$ cat src/hdl/skat_pkg.sv
package skat_pkg;

	localparam int TABLE_DEPTH = 32;
	localparam int KEY_BITS    = 30;
	localparam int IDX_W       = $clog2(TABLE_DEPTH);
	localparam int OCC_W       = $clog2(TABLE_DEPTH + 1);

	localparam int NUMBER_W = 30;
	localparam int PRICE_W  = 10;
	localparam int RANK_W   = 5;
	localparam int STATUS_W = 2;
	localparam int CALLS_W  = 32;
	localparam int TOTAL_W  = 32;
	localparam int USED_W   = 6;

	localparam int IN_FIELDS_W  = NUMBER_W + PRICE_W + RANK_W;
	localparam int IN_DATA_W    = ((IN_FIELDS_W + 7) / 8) * 8;
	localparam int OUT_FIELDS_W = NUMBER_W + CALLS_W + TOTAL_W + USED_W;
	localparam int OUT_DATA_W   = ((OUT_FIELDS_W + 7) / 8) * 8;

	localparam logic CMD_LOG  = 1'b0;
	localparam logic CMD_READ = 1'b1;

	localparam logic [STATUS_W-1:0] STAT_UPDATED  = 2'd0;
	localparam logic [STATUS_W-1:0] STAT_INSERTED = 2'd1;
	localparam logic [STATUS_W-1:0] STAT_FULL     = 2'd2;
	localparam logic [STATUS_W-1:0] STAT_NO_RANK  = 2'd3;

	typedef struct packed {
		logic [KEY_BITS-1:0] key;
		logic [CALLS_W-1:0]  calls;
		logic [TOTAL_W-1:0]  total;
	} entry_t;

	// broadcast from the sequencer to every cell
	typedef struct packed {
		logic                cmp_en;
		logic                do_update;
		logic                do_insert;
		logic [KEY_BITS-1:0] key;
		logic [PRICE_W-1:0]  price;
	} cell_ctrl_t;

	function automatic logic [CALLS_W-1:0] sat_inc(input logic [CALLS_W-1:0] a);
		return (&a) ? a : a + CALLS_W'(1);
	endfunction

	function automatic logic [TOTAL_W-1:0] sat_add_price(input logic [TOTAL_W-1:0] a,
			input logic [PRICE_W-1:0] p);
		logic [TOTAL_W:0] s;
		s = {1'b0, a} + (TOTAL_W + 1)'(p);
		return s[TOTAL_W] ? {TOTAL_W{1'b1}} : s[TOTAL_W-1:0];
	endfunction

endpackage

$ cat src/hdl/skat_cell.sv
module skat_cell import skat_pkg::*; (
	input  logic       clk,
	input  logic       arst_n,
	input  logic       occupied,   // this slot lies below the fill count
	input  cell_ctrl_t ctrl,
	input  entry_t     prev_entry, // left neighbor, shifted in on insert
	input  logic       prev_at,    // left neighbor is at or past the insert point
	output entry_t     entry,
	output logic       eq,
	output logic       at
);

	entry_t entry_q;
	logic   eq_q;
	logic   at_q;

	always_ff @(posedge clk or negedge arst_n) begin
		if (!arst_n) begin
			eq_q <= 1'b0;
			at_q <= 1'b0;
		end else if (ctrl.cmp_en) begin
			eq_q <= occupied && (entry_q.key == ctrl.key);
			at_q <= !occupied || (entry_q.key > ctrl.key);
		end
	end

	always_ff @(posedge clk) begin
		if (ctrl.do_update && eq_q) begin
			entry_q.calls <= sat_inc(entry_q.calls);
			entry_q.total <= sat_add_price(entry_q.total, ctrl.price);
		end else if (ctrl.do_insert && at_q) begin
			if (prev_at) begin
				entry_q <= prev_entry;
			end else begin
				entry_q.key   <= ctrl.key;
				entry_q.calls <= CALLS_W'(1);
				entry_q.total <= TOTAL_W'(ctrl.price);
			end
		end
	end

	assign entry = entry_q;
	assign eq    = eq_q;
	assign at    = at_q;

endmodule

$ cat config.mk
export PLATFORM = sky130hd
export DESIGN_NAME = skat_cell
export DESIGN_NICKNAME = d
export VERILOG_FILES = /design/src/hdl/skat_pkg.sv /design/src/hdl/skat_cell.sv
export SDC_FILE = /design/constraint.sdc
export NUM_CORES = 1
export LEC_CHECK = 0
export BUFFER_PORTS_ARGS = -buffer_cell sky130_fd_sc_hd__buf_2
export CELL_PAD_IN_SITES_DETAIL_PLACEMENT = 0
export CELL_PAD_IN_SITES_GLOBAL_PLACEMENT = 1
export CORE_UTILIZATION = 40
export DETAILED_ROUTE_END_ITERATION = 7
export PLACE_DENSITY = 0.95
export RECOVER_POWER = 50
export SLEW_MARGIN = 0
export SYNTH_ARGS = -nofsm -noshare
export SYNTH_HDL_FRONTEND = slang
export SYNTH_SLANG_ARGS = --single-unit
$ cat constraint.sdc
create_clock -name clk -period 7.3 [get_ports clk]
set_clock_uncertainty 0.15 [all_clocks]
set_input_delay 1.095 -clock clk [delete_from_list [all_inputs] [get_ports clk]]
set_output_delay 1.095 -clock clk [all_outputs]
set_load 0.01 [all_outputs]
==> flow_metrics.tcl, run 1 <==
set metrics [dict create \
    nNetsFinal 1036 \
    min_period_over_period_pct 60.3 \
    hold_buffers 0 \
    cts_buffers 9 \
    dp_hpwl_mm 13.0 \
    violations "max-capacitance violations, max-slew violations" \
    drt_first_pass_iters 5 \
    crit_type "primary input to register" \
    wirelength_mm 17.3 \
    ys_seq_area_share_pct 45.1 \
    rows 45 \
    reg2reg_depth 4 \
    vdd_drop_max_mv 0.0982 \
    slew_headroom_pct -51.3 \
    rsz0062_at_grt "no" \
    viasPerCell 5.32 \
    htree_levels 3 \
    crit_start "prev_at" \
    syn_inst 628 \
    syn-num-nets 811 \
    postCtsSetupBuffers 0 \
    maxCapViolations 3 \
    drc_errors 0 \
    routedWlPerCell_um 16.2 \
    clkTransAtPathRegs_ps 60 \
    cp.depth 5 \
    path_max_fanout 55 \
    tightest_slew_ps 2270 \
    worst-path-buf-inv 2 \
    maxSlewViolCount 116 \
    syn_area_per_cell_um2 10.1 \
    syn_to_final_growth_pct 24.2 \
    gr-total-overflow 0 \
    num_vias 5685 \
    initial_core_util_pct 41.5 \
    timing.rr.end "entry[91]" \
    grt_use_total_pct 21.4 \
    status "complete, but fails checks" \
    final_antenna_net_count 0 \
    core_area_um2 15400 \
    ys_ff_latch 96 \
    drt_iter0_drc 299 \
    io_buffers 236 \
    switching_share_pct 28.6 \
    place_inst 1053 \
    postLayoutCoreUtil_pct 51.5 \
    yosys_warnings 0 \
    cts_root_buffer "clkbuf_16" \
    combPwrFrac_pct 20.1 \
    grt_pass1_wl_mm 27.4 \
    die_w_um 128 \
    crit_slowest_cell "clkbuf_1" \
    endpoint "entry[18]" \
    whs_ps 385 \
    final_area_um2 7910 \
    fp.dieArea_um2 16400 \
    layout-drive-gt1-share_pct 21.5 \
    required_ps 7350 \
    die_y_um 128 \
    synth_edf_count 94 \
    final_common_cell "buf_2" \
    finalHoldViolCount 0 \
    gp_congestion 0.884 \
    layout_min_cycle_time_ps 4400 \
    layout_common_cells "147 x buf_2, 94 x clkbuf_1, 94 x edfxtp_1" \
    ys_types 59 \
    start_kind "primary input" \
    r2r_slack_ps 4030 \
    grt_max_degree 77 \
    cts_tree "built" \
    cts_sinks 96 \
    async_reset_ff_share_pct 2.08 \
    setup_viol 0 \
    p_sw_uw 422 \
    antenna_found_initial 0 \
    first_global_vias 5415 \
    cts_resized 0 \
    setup-tns-final_ps 0 \
    critPathMaxStageDelay_ps 1580 \
    path_cells "clkbuf_1 -> buf_4 -> and2_1 -> a22oi_1 -> nand2_1" \
    synth_flop_cell "edfxtp_1" \
    clkPwrFrac_pct 31.6 \
    antenna_cells 0 \
    netlist_area_um2 6370 \
    stdcell_count 1068 \
    ios 237 \
    arrival_ps 4460 \
    cp_top_family "buffers and inverters" \
    timing.rr.start "eq" \
    insertion_delay_ps 350 \
    hold_class "primary input to async pin" \
    power_frac_seq_pct 48.3 \
    leakage_uw 0.00323 \
    max_clock_freq_ghz 0.227 \
    p_per_area_nw_per_um2 187 \
    placed_area_um2 7760 \
    cts_max_path_buffers 2 \
    internal_power_uw 1060 \
    endpoint_kind "register" \
]
-- logic make-up after synthesis --
| kind of cell | synth area share, % |
|---|---|
| AND/OR/NAND/NOR | 17.8 |
| AO/OA/AOI/OAI | 14.7 |
| flip-flops | 45.1 |
| buffers and inverters | 4.26 |
| XOR/XNOR | 8.25 |
| adder cells (fa/ha/maj) | 8.36 |
| multiplexers | 1.59 |
-- synthesized netlist by cell type, types with 2 or more instances --
| cell | number | area share, % |
|---|---|---|
| inv_1 | 42 | 2.5 |
| nand2_1 | 64 | 3.8 |
| and2_1 | 2 | 0.20 |
| ha_1 | 41 | 8.1 |
| mux2i_1 | 9 | 1.4 |
| nand4_4 | 2 | 0.67 |
| a21oi_1 | 16 | 1.3 |
| nor2_1 | 26 | 1.5 |
| and3_1 | 11 | 1.1 |
| nor3_1 | 8 | 0.63 |
| o211ai_1 | 5 | 0.59 |
| and4_1 | 6 | 0.82 |
| nand4_1 | 11 | 1.1 |
| xor2_1 | 34 | 4.7 |
| nor2b_1 | 4 | 0.39 |
| or3_1 | 2 | 0.20 |
| dfrtp_1 | 2 | 0.79 |
| o21ai_1 | 13 | 1.0 |
| nor4_4 | 2 | 0.67 |
| nor3b_1 | 2 | 0.24 |
| nor4b_2 | 2 | 0.47 |
| a221o_1 | 17 | 2.7 |
| xnor2_1 | 26 | 3.6 |
| o21ai_0 | 55 | 4.3 |
| buf_1 | 3 | 0.18 |
| nor3_2 | 5 | 0.79 |
| nand2b_1 | 2 | 0.20 |
| a22oi_1 | 11 | 1.3 |
| a21o_1 | 7 | 0.82 |
| edfxtp_1 | 94 | 44 |
| clkbuf_1 | 21 | 1.2 |
| nand3_1 | 49 | 3.8 |
| a211oi_1 | 6 | 0.71 |
| a31oi_1 | 3 | 0.29 |
-- how the worst min path moves through the flow --
stage	start	end	slack, ps	depth (start not counted)
6_report	arst_n	at	390	1
3_3_place_gp	at	at	450	1
4_1_cts	arst_n	at	360	1
3_5_place_dp	at	at	450	1
5_1_grt	arst_n	at	380	1
2_1_floorplan	eq	eq	430	2
-- registers in the layout, indices dropped and copies added (netlist names) --
register	flops
entry	94
at	1
eq	1
-- routing by layer --
layer  GRT usage (%)  part of all wire (%)  vias up
li1                -                     -     2785
met5               0                     0        -
met1            27.7                    45     2679
met4            8.58                   2.4        0
met3            3.13                   4.9       27
met2            35.9                    48      194
-- area by class of cell --
type                       count  area, um^2
tap                          211         264
timing repair buffer         241        1100
clock buffer                  11         233
fill                        1512        7460
inverter                      42         158
multi-input combinational    463        3240
clock inverter                 4        46.3
sequential                    96        2870
-- per-stage QoR --
stage	power, uW	setup WS [ps]
5_1_grt	1550	2580
6_report	1480	2900
4_1_cts	1500	3640
3_5_place_dp	1030	3270
2_1_floorplan	896	2050
3_3_place_gp	1020	3320
-- power by group through the flow --
stage	logic (uW)	registers, uW	clock network, uW
after detailed placement	308	721	0
final	297	713	467
after CTS	309	710	477
after global placement	302	720	0
after floorplan	161	735	0
after global routing	333	720	498
Power figures use the tool's default switching activity.
==> run 2, diff against run 1 <==
--- a/config.mk
+++ b/config.mk
@@ -5,12 +5,13 @@
 export SDC_FILE = /design/constraint.sdc
 export NUM_CORES = 1
 export LEC_CHECK = 0
+export ABC_AREA = 1
 export BUFFER_PORTS_ARGS = -buffer_cell sky130_fd_sc_hd__buf_2
 export CELL_PAD_IN_SITES_DETAIL_PLACEMENT = 0
 export CELL_PAD_IN_SITES_GLOBAL_PLACEMENT = 1
-export CORE_UTILIZATION = 40
+export CORE_UTILIZATION = 37
 export DETAILED_ROUTE_END_ITERATION = 7
-export PLACE_DENSITY = 0.95
+export PLACE_DENSITY = 0.93
 export RECOVER_POWER = 50
 export SLEW_MARGIN = 0
 export SYNTH_ARGS = -nofsm -noshare
==> constraint.sdc (replaced) <==
create_clock -name clk -period 4.55 [get_ports clk]
set_clock_uncertainty 0.15 [all_clocks]
set_input_delay 0.6825 -clock clk [delete_from_list [all_inputs] [get_ports clk]]
set_output_delay 0.6825 -clock clk [all_outputs]
set_load 0.01 [all_outputs]
==> run 2 against run 1 <==
The flow still finishes with violations (max-capacitance violations, max-slew violations). Synthesized cell count rose by 54%. Clock-buffer cell count stayed put. Via count increased by 26%. Cell area increased by 13%. Routed wire length grew 25%. Worst setup slack got worse by 1800 ps. Critical endpoint is now entry[91].
==> flow_metrics.tcl, run 2 <==
set metrics [dict create \
    status "complete, but fails checks" \
    violations "max-capacitance violations, max-slew violations" \
    synth_common_cells "339 x nand2_1, 123 x inv_1, 94 x edfxtp_1" \
    arrival_ps 3250 \
    synth_edf_count 94 \
    fin_ws_ps 1120 \
    routedWlPerCell_um 14.7 \
    power_frac_seq_pct 47.2 \
    syn_inst 968 \
    clkPwrFrac_pct 30.3 \
    nNetsFinal 1381 \
    grt_max_degree 70 \
    ys_ff_latch 96 \
    clkTransAtPathRegs_ps 70 \
    rsz0062_at_grt "no" \
    drt_iter0_drc 457 \
    hold_class "register to register" \
    synth_top_area_share_pct 38.6 \
    yosysTopAreaCell "edfxtp_1" \
    insertion_delay_ps 360 \
    layout_common_cells "339 x nand2_1, 138 x buf_2, 123 x inv_1" \
    die_w_um 143 \
    die_y_um 143 \
    num_vias 7174 \
    rows 51 \
    maxSlewViolCount 103 \
    wirelength_mm 21.6 \
    syn_area_per_cell_um2 7.56 \
    p_per_area_nw_per_um2 273 \
    fill_cells 2070 \
    cts_max_path_buffers 2 \
    max_clock_freq_ghz 0.292 \
    reg2reg_depth 3 \
    dp_hpwl_mm 16.8 \
    cpMostUsedCell "clkbuf_1" \
    layout_min_cycle_time_ps 3430 \
    grt_pass1_wl_mm 33.7 \
    setup-tns-final_ps 0 \
    first_global_vias 6777 \
    initial_core_util_pct 37.7 \
    slew_headroom_pct -87.7 \
    tightest_slew_ps 2820 \
    ios 237 \
    holdPathStages 2 \
    gp_congestion 0.898 \
    vdd_drop_max_mv 0.183 \
    drc_errors 0 \
    async_reset_ff_share_pct 2.08 \
    internal_power_uw 1650 \
    syn-num-nets 1151 \
    yosys_warnings 0 \
    whs_ps 434 \
    endpoint_kind "register" \
    drt_first_pass_iters 5 \
    switching_share_pct 32.2 \
    place_ws_ps 1480 \
    antenna_found_initial 3 \
    yosysMostFrequentCell "nand2_1" \
    combPwrFrac_pct 22.5 \
    crit_slowest_cell "clkbuf_1" \
    finalHoldViolCount 0 \
    start_kind "primary input" \
    path_max_fanout 69 \
    leakage_uw 0.00425 \
    netlist_area_um2 7320 \
    maxCapViolations 2 \
    cts_root_buffer "clkbuf_16" \
    synth_flop_cell "edfxtp_1" \
    p_sw_uw 784 \
    ys_seq_area_share_pct 39.2 \
    final_antenna_net_count 0 \
    io_buffers 236 \
    fp.dieArea_um2 20400 \
    grt_use_total_pct 21.6 \
    worst-path-buf-inv 2 \
    gr-total-overflow 0 \
    cts_buffers 9 \
    path_cells "clkbuf_1 -> clkbuf_1 -> o21ai_0" \
    crit_type "primary input to register" \
    ys_types 41 \
    cts_sinks 96 \
    core_area_um2 19400 \
    viasPerCell 4.88 \
    largest_register_ffs 94 \
    synth_area_leaders "edfxtp_1 39%, nand2_1 17%, ha_1 7.0%, inv_1 6.3%, o21ai_0 4.3%" \
    htree_levels 3 \
    cp_top_family "buffers and inverters" \
    cp.depth 3 \
    setup_viol 0 \
    final_common_cell "nand2_1" \
    syn_to_final_growth_pct 21.9 \
    layout-drive-gt1-share_pct 18.1 \
    critPathMaxStageDelay_ps 2000 \
    min_period_over_period_pct 75.3 \
    required_ps 4370 \
    cts_tree "built" \
]
-- run 2: changes by cell type after synthesis, moves of 10 or more --
cell / delta
o21ai_1: -10
nand3_2: +23
xnor2_1: -16
xor2_1: -24
and3_1: -11
clkbuf_1: -12
nand2_1: +275
nor2_1: +33
a22oi_1: -11
inv_1: +81
a221o_1: -17
-- run 2: final cells by class --
type                            instances  area, um^2  area share [%]
Inverter                              128         480            5.38
Clock buffer                           11         233            2.61
Sequential cell                        96        2870            32.2
Multi-Input combinational cell        721        3870            43.3
Antenna cell                            3        7.51          0.0841
Timing Repair Buffer                  242        1100            12.3
Clock inverter                          5        33.8           0.379
Tap cell                              265         332            3.72
-- run 2: final timing paths --
| check | end | startpoint | slack (ps) |
|---|---|---|---|
| setup / recovery | entry[91] | prev_at | 1120 |
| hold / removal | eq | eq | 430 |
| setup reg to reg | entry[19] | eq | 1570 |
| hold reg to reg | eq | eq | 430 |
| max in group asynchronous | at | arst_n | 3620 |
| min in group asynchronous | eq | arst_n | 510 |
-- run 2: worst min-delay path, stage by stage (launching register included) --
cell	delay, ps
dfrtp_1	390
inv_1	50
o21ai_0	90
-- run 2: through the flow --
step	std cells	total power [uW]	util [%]	cell area [um^2]
after floorplan	968	1490	-	7320
after global placement	1451	1720	45.2	8770
after detailed placement	1451	1730	45.2	8770
after CTS	1468	2460	46.6	9050
after global routing	1471	2560	46.0	8920
final	1471	2430	46.0	8920
-- run 2: logic make-up after synthesis --
group	Yosys count	synth area share (%)
multiplexers	9	1.23
adder cells (fa/ha/maj)	42	7.28
AO/OA/AOI/OAI	110	8.37
flip-flops	96	39.2
AND/OR/NAND/NOR	540	33.3
XOR/XNOR	20	2.39
buffers and inverters	151	8.22
-- run 2: per-layer routing --
layer	up-vias	track usage (%)	routed length (um)
met1	3210	28.8	9560
met5	-	0	0
met3	49	2.62	1300
li1	3638	-	-
met4	0	10.9	756
met2	277	34.3	10000
-- run 2: timing repair --
action	4_1_cts	5_1_grt
setup buffers	0	0
endpoints found under the hold margin	2	0
hold buffers	1	0
resized for setup	0	0
-- run 2: power groups by stage --
| stage | Clock, uW | Sequential, uW | Combinational [uW] |
|---|---|---|---|
| 2_1_floorplan | 0 | 1180 | 310 |
| 3_3_place_gp | 0 | 1160 | 558 |
| 3_5_place_dp | 0 | 1160 | 566 |
| 4_1_cts | 745 | 1140 | 569 |
| 5_1_grt | 777 | 1160 | 623 |
| 6_report | 738 | 1150 | 547 |
